===== src/rtl/sequential_list_engine_macros.svh =====
// assertion macros shared by the list engine
`ifndef SEQUENTIAL_LIST_ENGINE_MACROS_SVH
`define SEQUENTIAL_LIST_ENGINE_MACROS_SVH

// condition must hold in the same cycle
`define LSE_ASSERT_NOW(label, clk, rst, cond, expr, msg) \
  label: assert property (@(posedge clk) disable iff (rst) (cond) |-> (expr)) \
    else $error(msg);

// condition implies expression in the next cycle
`define LSE_ASSERT_NEXT(label, clk, rst, cond, expr, msg) \
  label: assert property (@(posedge clk) disable iff (rst) (cond) |=> (expr)) \
    else $error(msg);

`endif


===== src/rtl/lse_pkg.sv =====
`default_nettype none

package lse_pkg;

  // list geometry
  localparam int DEPTH = 16;
  localparam int WIDTH = 32;
  localparam int CNT_W = $clog2(DEPTH + 1);
  localparam int IDX_W = $clog2(DEPTH);

  // fixed field widths
  localparam int OP_W    = 3;
  localparam int VALUE_W = 32;
  localparam int POS_W   = 4;
  localparam int STAT_W  = 2;
  localparam int CMP_W   = (CNT_W > POS_W) ? CNT_W : POS_W;

  // operation codes
  typedef enum logic [OP_W-1:0] {
    OP_PUSH_BACK,
    OP_PUSH_FRONT,
    OP_POP_BACK,
    OP_POP_FRONT,
    OP_DELETE
  } op_t;

  // result status codes
  typedef enum logic [STAT_W-1:0] {
    STAT_OK,
    STAT_FULL,
    STAT_EMPTY,
    STAT_BADPOS
  } stat_t;

  // datapath actions
  typedef enum logic [2:0] {
    ACT_NONE,
    ACT_PUSH_BACK,
    ACT_PUSH_FRONT,
    ACT_POP_BACK,
    ACT_POP_FRONT,
    ACT_DELETE
  } act_t;

  // controller states
  typedef enum logic {
    S_IDLE,
    S_HOLD
  } fsm_t;

  // controller to datapath
  typedef struct packed {
    logic  load;
    act_t  act;
    stat_t stat;
  } cmd_t;

  // datapath to controller
  typedef struct packed {
    logic full;
    logic empty;
    logic pos_ok;
  } dp_stat_t;

endpackage

`default_nettype wire


===== src/rtl/lse_datapath.sv =====
`default_nettype none

module lse_datapath import lse_pkg::*; (
  input  wire logic               clk,
  input  wire logic               rst,
  input  wire cmd_t               cmd,
  input  wire logic [VALUE_W-1:0] value,
  input  wire logic [POS_W-1:0]   position,
  output dp_stat_t                dp_stat,
  output logic [STAT_W-1:0]       status,
  output logic [CNT_W-1:0]        count
);

  logic [WIDTH-1:0] entries      [DEPTH];
  logic [WIDTH-1:0] entries_next [DEPTH];
  logic [CNT_W-1:0] fill;
  logic [CNT_W-1:0] fill_next;
  stat_t            stat;
  logic [WIDTH-1:0] word;
  logic [CMP_W-1:0] pos_ext;
  logic [CMP_W-1:0] fill_ext;
  logic [IDX_W-1:0] tail_idx;
  logic [IDX_W-1:0] rm_idx;

  // operand shaping
  assign word     = WIDTH'(value);
  assign pos_ext  = CMP_W'(position);
  assign fill_ext = CMP_W'(fill);
  assign tail_idx = IDX_W'(fill);
  assign rm_idx   = (cmd.act == ACT_POP_FRONT) ? '0 : IDX_W'(pos_ext);

  // flags for the controller
  assign dp_stat.full   = (fill == CNT_W'(DEPTH));
  assign dp_stat.empty  = (fill == '0);
  assign dp_stat.pos_ok = (pos_ext < fill_ext);

  // next list contents and fill level
  always_comb begin
    entries_next = entries;
    fill_next    = fill;
    if (cmd.load) begin
      case (cmd.act)
        ACT_PUSH_BACK: begin
          entries_next[tail_idx] = word;
          fill_next = fill + CNT_W'(1);
        end
        ACT_PUSH_FRONT: begin
          entries_next[0] = word;
          for (int i = 1; i < DEPTH; i++) begin
            entries_next[i] = entries[i-1];
          end
          fill_next = fill + CNT_W'(1);
        end
        ACT_POP_BACK: begin
          fill_next = fill - CNT_W'(1);
        end
        ACT_POP_FRONT, ACT_DELETE: begin
          for (int i = 0; i < DEPTH - 1; i++) begin
            if (IDX_W'(i) >= rm_idx) begin
              entries_next[i] = entries[i+1];
            end
          end
          fill_next = fill - CNT_W'(1);
        end
        default: begin
          fill_next = fill;
        end
      endcase
    end
  end

  // fill level and result status
  always_ff @(posedge clk) begin
    if (rst) begin
      fill <= '0;
    end else begin
      fill <= fill_next;
    end
  end

  always_ff @(posedge clk) begin
    if (cmd.load) begin
      stat <= cmd.stat;
    end
  end

  // storage chain
  always_ff @(posedge clk) begin
    entries <= entries_next;
  end

  assign status = stat;
  assign count  = fill;

endmodule

`default_nettype wire


===== src/rtl/lse_ctrl.sv =====
`default_nettype none

module lse_ctrl import lse_pkg::*; (
  input  wire logic            clk,
  input  wire logic            rst,
  input  wire logic            req_valid,
  output logic                 req_stall,
  input  wire logic [OP_W-1:0] op,
  output logic                 rsp_valid,
  input  wire logic            rsp_stall,
  input  wire dp_stat_t        dp_stat,
  output cmd_t                 cmd
);

  fsm_t state;
  fsm_t state_next;
  act_t act;
  stat_t stat;

  // state register
  always_ff @(posedge clk) begin
    if (rst) begin
      state <= S_IDLE;
    end else begin
      state <= state_next;
    end
  end

  // handshake and next state
  always_comb begin
    state_next = state;
    req_stall  = 1'b0;
    rsp_valid  = 1'b0;
    unique case (state)
      S_IDLE: begin
        if (req_valid) begin
          state_next = S_HOLD;
        end
      end
      S_HOLD: begin
        rsp_valid = 1'b1;
        req_stall = rsp_stall;
        if (!rsp_stall && !req_valid) begin
          state_next = S_IDLE;
        end
      end
      default: begin
        state_next = S_IDLE;
      end
    endcase
  end

  // operation decode against the current fill level
  always_comb begin
    act  = ACT_NONE;
    stat = STAT_OK;
    unique case (op_t'(op))
      OP_PUSH_BACK: begin
        if (dp_stat.full) stat = STAT_FULL;
        else act = ACT_PUSH_BACK;
      end
      OP_PUSH_FRONT: begin
        if (dp_stat.full) stat = STAT_FULL;
        else act = ACT_PUSH_FRONT;
      end
      OP_POP_BACK: begin
        if (dp_stat.empty) stat = STAT_EMPTY;
        else act = ACT_POP_BACK;
      end
      OP_POP_FRONT: begin
        if (dp_stat.empty) stat = STAT_EMPTY;
        else act = ACT_POP_FRONT;
      end
      OP_DELETE: begin
        if (dp_stat.empty) stat = STAT_EMPTY;
        else if (!dp_stat.pos_ok) stat = STAT_BADPOS;
        else act = ACT_DELETE;
      end
      default: begin
        act  = ACT_NONE;
        stat = STAT_OK;
      end
    endcase
  end

  // command to the datapath on each input transfer
  assign cmd.load = req_valid && !req_stall;
  assign cmd.act  = act;
  assign cmd.stat = stat;

endmodule

`default_nettype wire


===== src/rtl/sequential_list_engine.sv =====
// Ordered list of up to 16 words with push and pop at both ends and delete
// at a position. Each request returns one response with a status and the
// number of words held after it. A request is applied in the cycle it
// transfers and its response appears registered in the next cycle; a new
// request transfers in the same cycle the previous response is taken, so
// the block sustains one item per clock while rsp_stall is low. That figure
// is set by the storage chain, whose registers all shift in parallel. Stored
// words are not readable at the ports and hold no defined value after reset.
`default_nettype none

`include "sequential_list_engine_macros.svh"

module sequential_list_engine import lse_pkg::*; (
  input  wire logic               clk,
  input  wire logic               rst,
  input  wire logic               req_valid,
  output logic                    req_stall,
  input  wire logic [OP_W-1:0]    op,
  input  wire logic [VALUE_W-1:0] value,
  input  wire logic [POS_W-1:0]   position,
  output logic                    rsp_valid,
  input  wire logic               rsp_stall,
  output logic [STAT_W-1:0]       status,
  output logic [CNT_W-1:0]        count
);

  cmd_t     cmd;
  dp_stat_t dp_stat;

  // control
  lse_ctrl u_ctrl (
    .clk       (clk),
    .rst       (rst),
    .req_valid (req_valid),
    .req_stall (req_stall),
    .op        (op),
    .rsp_valid (rsp_valid),
    .rsp_stall (rsp_stall),
    .dp_stat   (dp_stat),
    .cmd       (cmd)
  );

  // storage and fill level
  lse_datapath u_datapath (
    .clk      (clk),
    .rst      (rst),
    .cmd      (cmd),
    .value    (value),
    .position (position),
    .dp_stat  (dp_stat),
    .status   (status),
    .count    (count)
  );

  // checks
  `LSE_ASSERT_NOW(a_count_bound, clk, rst, 1'b1, count <= CNT_W'(DEPTH), "count above depth")
  `LSE_ASSERT_NEXT(a_count_hold, clk, rst, !cmd.load, $stable(count), "count moved without transfer")
  `LSE_ASSERT_NEXT(a_rsp_after_req, clk, rst, cmd.load, rsp_valid, "no response after request")
  `LSE_ASSERT_NEXT(a_push_grows, clk, rst, cmd.load && (cmd.act == ACT_PUSH_BACK || cmd.act == ACT_PUSH_FRONT), count == $past(count) + CNT_W'(1), "push did not grow list")

endmodule

`default_nettype wire

===== config.mk =====
export PLATFORM = sky130hd
export DESIGN_NAME = sequential_list_engine
export DESIGN_NICKNAME = d
export VERILOG_FILES = /design/src/rtl/lse_pkg.sv /design/src/rtl/lse_datapath.sv /design/src/rtl/lse_ctrl.sv /design/src/rtl/sequential_list_engine.sv
export VERILOG_INCLUDE_DIRS = /design/src /design/src/rtl
export SDC_FILE = /design/constraint.sdc
export NUM_CORES = 1
export LEC_CHECK = 0
export ABC_AREA = 1
export BUFFER_PORTS_ARGS = -buffer_cell sky130_fd_sc_hd__buf_2
export CORE_UTILIZATION = 30
export CTS_CLUSTER_DIAMETER = 120
export CTS_CLUSTER_SIZE = 12
export DETAILED_ROUTE_END_ITERATION = 12
export PLACE_DENSITY = 0.65
export SLEW_MARGIN = 10
export SYNTH_ARGS = -nofsm -noshare
export SYNTH_HDL_FRONTEND = slang
export SYNTH_SLANG_ARGS = --single-unit

===== constraint.sdc =====
create_clock -name clk -period 2.3 [get_ports clk]
set_input_delay 0.345 -clock clk [delete_from_list [all_inputs] [get_ports clk]]
set_output_delay 0.345 -clock clk [all_outputs]
set_load 0.05 [all_outputs]

# Yosys cells after proc, flatten, opt, wreduce, memory -nomap -nowiden
# Index checks and enable logic that the tools add are counted.
# word_totals
inputBits,43
register_bits,8
wordCells,48
out_inout_bits,9
# op_classes
n_eq_ne,10
n_reduce_logical,13
muxes,18
n_lt_le_gt_ge,1
n_bitwise,1
n_addsub,2
# ops
op,n
case mux 3 bit (5 select lines),1
"equality test 3 x 2 -> 1 bit, second input constant",4
two-way mux 2 bit,5
case mux 5 bit (2 select lines),1
"equality test 3 bit, second input constant",3
two-way mux 3 bit,3
"equality test 3 x 1 -> 1 bit, second input constant",2
two-way mux 1 bit,6
case mux 2 bit (3 select lines),1
OR reduction 2 bit,3
"adder 5 x 1 -> 5 bit, second input constant",1
"equality test 5 bit, second input constant",1
zero test 5 bit,1
less-than comparator 4 x 5 -> 1 bit,1
"subtractor 5 x 1 -> 5 bit, second input constant",1
zero test 1 bit,3
zero test 3 bit,1
OR reduction 3 bit,1
logical AND 1 bit,2
case mux 1 bit (2 select lines),1
AND reduction 2 bit,1
nonzero test 2 bit,1
NOT 1 bit,1

# Longest topological paths before layout
# Gate-level depths: netlist (run 1).
# depth
ltp_word,8
depth_mapped,17
mapped_depth_nobuf,17

# Cells and area by module
# Synthesis (run 1) repeated with hierarchy kept, for this count alone.
# hier_totals
cells_unflattened,103
area_unflattened_um2,676.9
# modules_own_cells
mod,area_each_um2,cells_each,n_inst,seq_area_each_um2
lse_datapath,536.8,75,1,160.2
lse_ctrl,140.1,28,1,20.0

# Worst setup path after synthesis (run 1)
# No wires, ideal clock.
# synth_path
path_type,flip-flop to flip-flop
from,"register u_datapath.fill[3], in the netlist u_datapath.count[3]"
to,"register u_datapath.fill[4], in the netlist u_datapath.count[4]"
n_path_buf,0
setup_time_ns,0.117
required_ns,2.183
t_arrival_ns,2.661
period_less_slack_ns,2.778
setup_slack_ns,-0.478
stages_incl_launch_ff,18
cell_sequence,dfxtp_1 inv_1 ha_1 inv_1 nor2_1 nand2_2 nand2_2 nor2_4 nand2_4 nand3_2 inv_1 fa_1 o21ai_0 nor2_2 nor2_2 nand3_1 nand2_1 nor2_1
# synth_between
elab_chain_len,8
elab_cells_between_ends,22
classes_between,2 x add/sub; 1 x order compare; 6 x eq/ne; 8 x mux; 5 x reduce/logical
# synth_rtl
element,line_no,source
"start, declared",lse_datapath.sv:16,logic [CNT_W-1:0] fill;
"start signal, assigned",lse_datapath.sv:77,fill <= fill_next;
less-than comparator 4 x 5 -> 1 bit,lse_datapath.sv:35,assign dp_stat.pos_ok = (pos_ext < fill_ext);
two-way mux 3 bit,lse_ctrl.sv:76,else if (!dp_stat.pos_ok) stat = STAT_BADPOS;
two-way mux 3 bit,lse_ctrl.sv:75,if (dp_stat.empty) stat = STAT_EMPTY;
case mux 3 bit (5 select lines),lse_ctrl.sv:57,unique case (op_t'(op))
equality test 3 x 2 -> 1 bit (tied with other cells),lse_datapath.sv:42,case (cmd.act)
OR reduction 3 bit (no source line) or OR reduction 2 bit (tied branches),n/a,
nonzero test 2 bit (no source line),n/a,
AND reduction 2 bit (no source line),n/a,
# Several ways; a longest one is shown, not always the timed one.
# A chain may end at the register's enable or synchronous reset.

# Final worst setup path (run 1)
# layout_path
from,"register u_datapath.fill[2], in the netlist u_datapath.count[2]"
to,"register u_datapath.fill[4], in the netlist u_datapath.count[4]"
# The elaborated chain is that of the path after synthesis.

==> metrics.cfg, run 1 <==
[placement]
port-buffer-count = 19
globalplace.congestion = 0.800
hpwlAfterDp_mm = 1.23
dp_slack_ns = -0.0145

[setup_path]
setup.worst_path.start_class = register
worst_ep_arrival_time_ns = 2.33
r2r.worst_path.cells = 17
critPathRequiredTime_ns = 2.46
cp_class = register to register
crit_chain = inv_4 -> ha_4 -> nand2_1 -> nand2_1 -> nand2_2 -> nand2_2 -> nor2_4 -> nand2_4 -> nand3_4 -> inv_2 -> fa_2 -> o21ai_2 -> nor2_2 -> nor2_2 -> nand3_1 -> nand2_1 -> nor2_1
cp_slowest_cell = sky130_fd_sc_hd__fa_2
cp-end-kind = register
maximum_net_fanout_on_the_critical_path = 5
crit_path_max_incr_delay_ns = 0.39
path_common_cell = sky130_fd_sc_hd__nand2_1

[layout]
final.fill_count = 205
insertedDiodeCount = 0
post_route_cells_drive_above_1_share_pct = 52.5
nNetsFinal = 173
areaGrowthSynthToFinish_pct = 43.8
layout.core_utilization_pct = 48.0

[routing]
wl_mm = 1.54
drc = 0
drtAntennaViolNets = 0
route.detailed.vias_per_inst = 4.66
drtIter0Drc = 11
drt_pre_antenna_iters = 4
wl_per_cell_um = 10.3
detailroute.via_count = 694

[min_path]
worst_hold_path.num_cells = 2
hold_path_class = primary input to register

[global_route]
first_global_vias = 623
antenna_found_initial = 0
largest_net_degree_at_the_start_of_global_routing = 10
grt_first_pass_wirelength_mm = 2.48
track_usage_pct = 13.3
grt_overflow_total = 0

[cts]
clockBufferDepth = 2
clk_pin_slew_worst_paths_ns = 0.06
cts_num_sinks = 8
clk_latency_ns = 0.26
tritoncts_clock_tree = yes
clock_tree.htree_level_count = 1
numCtsBuffers = 3
cts.root.buffer_cell = sky130_fd_sc_hd__clkbuf_4

[timing]
finalSetupViolCount = 0
worst_clock_skew_ns = 0.000396
maxSlewHeadroom_pct = 73.9
least_margin_pin_slew_ns = 0.389
period_minus_slack_ns = 2.18
final_min_period_over_clock_period_pct = 94.6
max_freq_ghz = 0.460
hold_viol_final = 0
slew_viol_final = 0
setup_slack_ns = 0.125

[floorplan]
design.core.area_mm2 = 0.00206
placement_rows = 16
fp.dieW_um = 49.9
dieArea_mm2 = 0.00249
die_height_um = 49.9
floorplan.initialDensity_pct = 33.4
io_pins = 52

[synthesis]
synth_most_common_cell = sky130_fd_sc_hd__nand2_1
synth.avg_cell_area_um2 = 7.48
ys_seq_elements = 8
synth.area.top_cells = sky130_fd_sc_hd__dfxtp_1, sky130_fd_sc_hd__ha_1, sky130_fd_sc_hd__edfxtp_1
postSynthCellCount = 92
ffs_w_async_s_r_synth_pct = 0
synth.top_cell.area_share_pct = 17.5
netlist_top_cells_count = sky130_fd_sc_hd__nand2_1, sky130_fd_sc_hd__inv_1, sky130_fd_sc_hd__a21oi_1
net_count_of_the_mapped_netlist = 142
netlist.top_cell.by_area = sky130_fd_sc_hd__dfxtp_1
synth_enable_flop_cells = 2
post_synthesis_cell_area_um2 = 688
warning_count_from_the_yosys_run = 0
synthDistinctLibCells = 22
synth_flop_cell = sky130_fd_sc_hd__dfxtp_1
yosysSeqAreaShare_pct = 26.2

[power]
power_density_mw_per_mm2 = 561
leakage_nw = 0.488
ir_drop_mv = 0.212

[outcome]
outcome = complete, no violations

[run]
max_capacitance_violation_count = 0

area by class of cell:
cell class / instances / area (um^2) / area share, %
repair buffers: 26 / 148 / 14.9
clock buffers: 4 / 26.3 / 2.65
flip-flops and latches: 8 / 191 / 19.3
inverters: 17 / 66.3 / 6.70
multi-input cells: 67 / 524 / 53.0
well taps: 27 / 33.8 / 3.41
registers in the layout, indices dropped and copies added (netlist names):
register / cells
u_datapath.count: 5
u_ctrl.state: 1
u_datapath.status: 2
through the flow:
step	setup TNS [ns]	instance area, um^2	cells	hold slack [ns]	power, W
6_report	0	990	149	0.249	0.000555
5_1_grt	-0.0123	990	149	0.245	0.000599
4_1_cts	0	903	145	0.242	0.000529
3_5_place_dp	-0.0145	877	141	0.464	0.000404
3_3_place_gp	0	877	141	0.459	0.000398
2_1_floorplan	0	726	92	0.414	0.000348
repair_timing:
| item | 4_1_cts | 5_1_grt |
|---|---|---|
| endpoints found under the hold margin | 0 | 0 |
| gates resized for setup | 0 | 12 |
| setup buffers | 0 | 4 |
| setup endpoints to repair | 0 | 2 |
| hold buffers | 0 | 0 |
where the power goes:
part	total, W	leakage (nW)	internal (W)	switching [W]
Sequential	0.000169	0.0715	0.000158	0.0000111
Clock	0.000122	0.0150	0.0000669	0.0000551
Combinational	0.000264	0.402	0.000103	0.000161
final timing paths:
kind / start / to / slack, ns
max reg2reg: u_datapath.count[2]$_SDFFE_PP0P_ / u_datapath.count[4]$_SDFFE_PP0P_ / 0.12
min reg2reg: u_ctrl.state$_SDFF_PP0_ / u_ctrl.state$_SDFF_PP0_ / 0.47
min: rst / u_ctrl.state$_SDFF_PP0_ / 0.25
max: u_datapath.count[2]$_SDFFE_PP0P_ / u_datapath.count[4]$_SDFFE_PP0P_ / 0.12
logic make-up after synthesis:
family / synth area share (%)
simple gates: 34.4
buf+inv: 9.27
flops: 26.2
xor+xnor: 2.55
compound gates: 13.8
fa+ha+maj: 13.8
cells in the final DEF, fill, tap and decap left out, types with 5 or more instances in the layout:
cell,n
sky130_fd_sc_hd__buf_2,19
sky130_fd_sc_hd__nand2_1,16
sky130_fd_sc_hd__inv_1,10
sky130_fd_sc_hd__a21oi_1,7
sky130_fd_sc_hd__buf_4,7
sky130_fd_sc_hd__inv_2,6
sky130_fd_sc_hd__nor2_2,6
sky130_fd_sc_hd__nor2_1,6
sky130_fd_sc_hd__ha_4,5
routing by layer:
layer / wire, um / GRT usage, % / vias up
met5: 0 / 0 / -
met1: 679 / 14.9 / 317
met2: 806 / 22.5 / 15
met4: 10 / 7.14 / 0
li1: - / - / 360
met3: 45 / 3.70 / 2
critical path: cells and delay by family (launching register included):
family	cells	cell delay (ns)
AOI/OAI and AO/OA	1	0.18
adders and majority gates	2	0.60
buffers and inverters	2	0.10
DFF	1	0.37
and+or+nand+nor	12	0.85
(Power assumes the default switching activity.)
==> run 2: changes to the inputs <==
PLACE_DENSITY = default   (was 0.65)
SKIP_LAST_GASP = 1   (was default)
clock period = 2.2 ns   (was 2.3 ns; I/O delays follow)
==> metrics.cfg, run 2 (same netlist as run 1, synthesis figures left out) <==
[setup_path]
regToRegStartpoint = u_datapath.count[3]$_SDFFE_PP0P_  ; was u_datapath.count[2]$_SDFFE_PP0P_
crit_chain = inv_4 -> ha_4 -> inv_2 -> nor2_1 -> nand2_2 -> nand2_2 -> nor2_4 -> nand2_4 -> nand3_4 -> buf_4 -> ha_1 -> nand3_1 -> nand2_1 -> xor2_1 -> o21ai_1 -> a21oi_1  ; was inv_4 -> ha_4 -> nand2_1 -> nand2_1 -> nand2_2 -> nand2_2 -> nor2_4 -> nand2_4 -> nand3_4 -> inv_2 -> fa_2 -> o21ai_2 -> nor2_2 -> nor2_2 -> nand3_1 -> nand2_1 -> nor2_1
timing.reg2reg.setup_slack_ns = 0.05  ; was 0.12 ns
worst_ep_arrival_time_ns = 2.35  ; was 2.33 ns
maximum_net_fanout_on_the_critical_path = 5  ; unchanged
critPathRequiredTime_ns = 2.40  ; was 2.46 ns
path_common_cell = sky130_fd_sc_hd__nand2_2  ; was sky130_fd_sc_hd__nand2_1
timing.rr.end = u_datapath.count[3]$_SDFFE_PP0P_  ; was u_datapath.count[4]$_SDFFE_PP0P_
cp_slowest_cell = sky130_fd_sc_hd__dfxtp_4  ; was sky130_fd_sc_hd__fa_2
r2r.worst_path.cells = 16  ; was 17
cp-end-kind = register  ; unchanged
cp_class = register to register  ; unchanged
crit_path_max_incr_delay_ns = 0.36  ; was 0.39 ns
setup.worst_path.start_class = register  ; unchanged

[power]
power.share.clock_pct = 21.3  ; was 22.0%
switching_share_pct = 41.3  ; was 41.0%
share_comb_of_total_power_pct = 49.6  ; was 47.6%
power_density_mw_per_mm2 = 584  ; was 561 mW/mm^2
p_switching_w = 0.000249  ; was 0.000228 W
leakage_nw = 0.508  ; was 0.488 nW
ir_drop_mv = 0.261  ; was 0.212 mV
power.sequential.fraction_pct = 29.1  ; was 30.4%
internal_power_w = 0.000355  ; was 0.000328 W

[placement]
numPlacedInstances = 144  ; was 141
globalplace.congestion = 0.844  ; was 0.800
hpwlAfterDp_mm = 1.31  ; was 1.23 mm
port-buffer-count = 19  ; unchanged

[routing]
top_layer_used = met4  ; unchanged
met2RoutedLength_um = 804  ; was 806 um
drtIter0Drc = 7  ; was 11
wl_mm = 1.65  ; was 1.54 mm
detailroute.via_count = 711  ; was 694
drtAntennaViolNets = 0  ; unchanged
met3WireLength_um = 51  ; was 45 um
route.detailed.vias_per_inst = 4.65  ; was 4.66
drc = 0  ; unchanged
met1_length_um = 758  ; was 679 um
wl_per_cell_um = 10.8  ; was 10.3 um
drt_pre_antenna_iters = 4  ; unchanged

[cts]
clk_latency_ns = 0.27  ; was 0.26 ns
clockBufferDepth = 2  ; unchanged
cts_num_sinks = 8  ; unchanged
hold_fix_buffers_cts = 0  ; unchanged
clock_tree.htree_level_count = 1  ; unchanged
clk_pin_slew_worst_paths_ns = 0.07  ; was 0.06 ns
cts.root.buffer_cell = sky130_fd_sc_hd__clkbuf_4  ; unchanged
tritoncts_clock_tree = yes  ; unchanged
numCtsBuffers = 3  ; unchanged

[min_path]
worst_hold_path.num_cells = 2  ; unchanged
worstHoldEndpoint = u_ctrl.state$_SDFF_PP0_  ; unchanged
hold_path_class = primary input to register  ; unchanged
hold_path.startpoint = rst  ; unchanged

[timing]
period_minus_slack_ns = 2.15  ; was 2.18 ns
least_margin_pin_slew_ns = 0.353  ; was 0.389 ns
hold_viol_final = 0  ; unchanged
max_freq_ghz = 0.465  ; was 0.460 GHz
grt_setup_unrepaired = yes
slew_viol_final = 0  ; unchanged
maxSlewHeadroom_pct = 76.4  ; was 73.9%
finalSetupViolCount = 0  ; unchanged
final_min_period_over_clock_period_pct = 97.8  ; was 94.6%
hold-worst-slack_ns = 0.239  ; was 0.249 ns
worst_clock_skew_ns = 0.0168  ; was 0.000396 ns

[floorplan]
fp.dieW_um = 49.9  ; unchanged
io_pins = 52  ; unchanged
placement_rows = 16  ; unchanged
floorplan.initialDensity_pct = 33.4  ; unchanged
design.core.area_mm2 = 0.00206  ; unchanged
die_height_um = 49.9  ; unchanged
dieArea_mm2 = 0.00249  ; unchanged

[layout]
registers.top_by_ff_count = u_datapath.count  ; unchanged
areaGrowthSynthToFinish_pct = 50.5  ; was 43.8%
final.fill_count = 211  ; was 205
instances_no_fill = 153  ; was 149
layout.area.seq_um2 = 193  ; was 191 um^2
nNetsFinal = 177  ; was 173
largest_register_ffs = 5  ; unchanged
layout.cells.most_common = sky130_fd_sc_hd__buf_2  ; unchanged
multi_input_area_um2 = 537  ; was 524 um^2
layout.cells.most_common_list = sky130_fd_sc_hd__buf_2, sky130_fd_sc_hd__nand2_1, sky130_fd_sc_hd__buf_4  ; was sky130_fd_sc_hd__buf_2, sky130_fd_sc_hd__nand2_1, sky130_fd_sc_hd__inv_1
insertedDiodeCount = 0  ; unchanged
post_route_cells_drive_above_1_share_pct = 57.9  ; was 52.5%

[global_route]
grt_first_pass_wirelength_mm = 2.66  ; was 2.48 mm
largest_net_degree_at_the_start_of_global_routing = 10  ; unchanged
track_usage_pct = 14.2  ; was 13.3%
antenna_found_initial = 0  ; unchanged
grt_overflow_total = 0  ; unchanged
first_global_vias = 645  ; was 623

[outcome]
outcome = complete, no violations  ; unchanged

[run]
max_capacitance_violation_count = 0  ; unchanged

==> run 2: changes by cell type in the layout (fill, tap and decap cells not counted), sizes merged <==
cell / change
buf: +4
==> run 2: layer usage <==
metal	up-vias	track usage, %
met1	325	18.3
met4	0	5.71
li1	365	-
met5	-	0
met2	16	22.7
met3	5	2.78
==> run 2: layout make-up <==
class	instances	share of cell area, %
Sequential cell	8	18.6
Multi-Input combinational cell	67	51.8
Clock buffer	4	2.54
Timing Repair Buffer	30	17.1
Tap cell	27	3.26
Inverter	17	6.64
==> run 2: what timing repair did <==
action                                  CTS  global route
pin swaps                                 3             4
setup buffers                             2             3
gates resized for setup                   1            10
endpoints found under the setup margin    1             3
==> run 2: critical path, delay by kind of cell, from the launching register on <==
family          cells  cell delay (ns)
buf+inv             3             0.24
fa+ha+maj           2             0.52
simple gates        8             0.62
compound gates      2             0.19
xor+xnor            1             0.16
flops               1             0.36
==> run 2: worst max path at each step <==
stage / slack (ns) / start / end
CTS: -0.004 / u_datapath.count[3]$_SDFFE_PP0P_ / u_datapath.count[3]$_SDFFE_PP0P_
finish: 0.05 / u_datapath.count[3]$_SDFFE_PP0P_ / u_datapath.count[3]$_SDFFE_PP0P_
detailed placement: -0.08 / position[2] / u_datapath.count[4]$_SDFFE_PP0P_
floorplan: -0.04 / u_datapath.count[2]$_SDFFE_PP0P_ / u_datapath.count[4]$_SDFFE_PP0P_
global placement: -0.05 / position[2] / u_datapath.count[4]$_SDFFE_PP0P_
global route: -0.1 / u_datapath.count[2]$_SDFFE_PP0P_ / u_datapath.count[4]$_SDFFE_PP0P_
==> run 2: metrics by stage <==
| stage | cell area (um^2) | util [%] | power, W | setup slack, ns | TNS (ns) |
|---|---|---|---|---|---|
| floorplan | 764 | - | 0.000377 | -0.0354 | -0.0354 |
| global placement | 938 | 45.5 | 0.000440 | -0.0542 | -0.0542 |
| detailed placement | 938 | 45.5 | 0.000451 | -0.0795 | -0.0795 |
| CTS | 980 | 47.5 | 0.000578 | -0.00362 | -0.00362 |
| global route | 1040 | 50.2 | 0.000650 | -0.0976 | -0.195 |
| finish | 1040 | 50.2 | 0.000605 | 0.0493 | 0 |
==> run 2: power groups by stage <==
| stage | Combinational [W] | Clock (W) | Sequential, W |
|---|---|---|---|
| finish | 0.000300 | 0.000129 | 0.000176 |
| global route | 0.000329 | 0.000143 | 0.000178 |
| CTS | 0.000278 | 0.000127 | 0.000174 |
| detailed placement | 0.000274 | 0 | 0.000177 |
| global placement | 0.000264 | 0 | 0.000177 |
| floorplan | 0.000151 | 0 | 0.000226 |
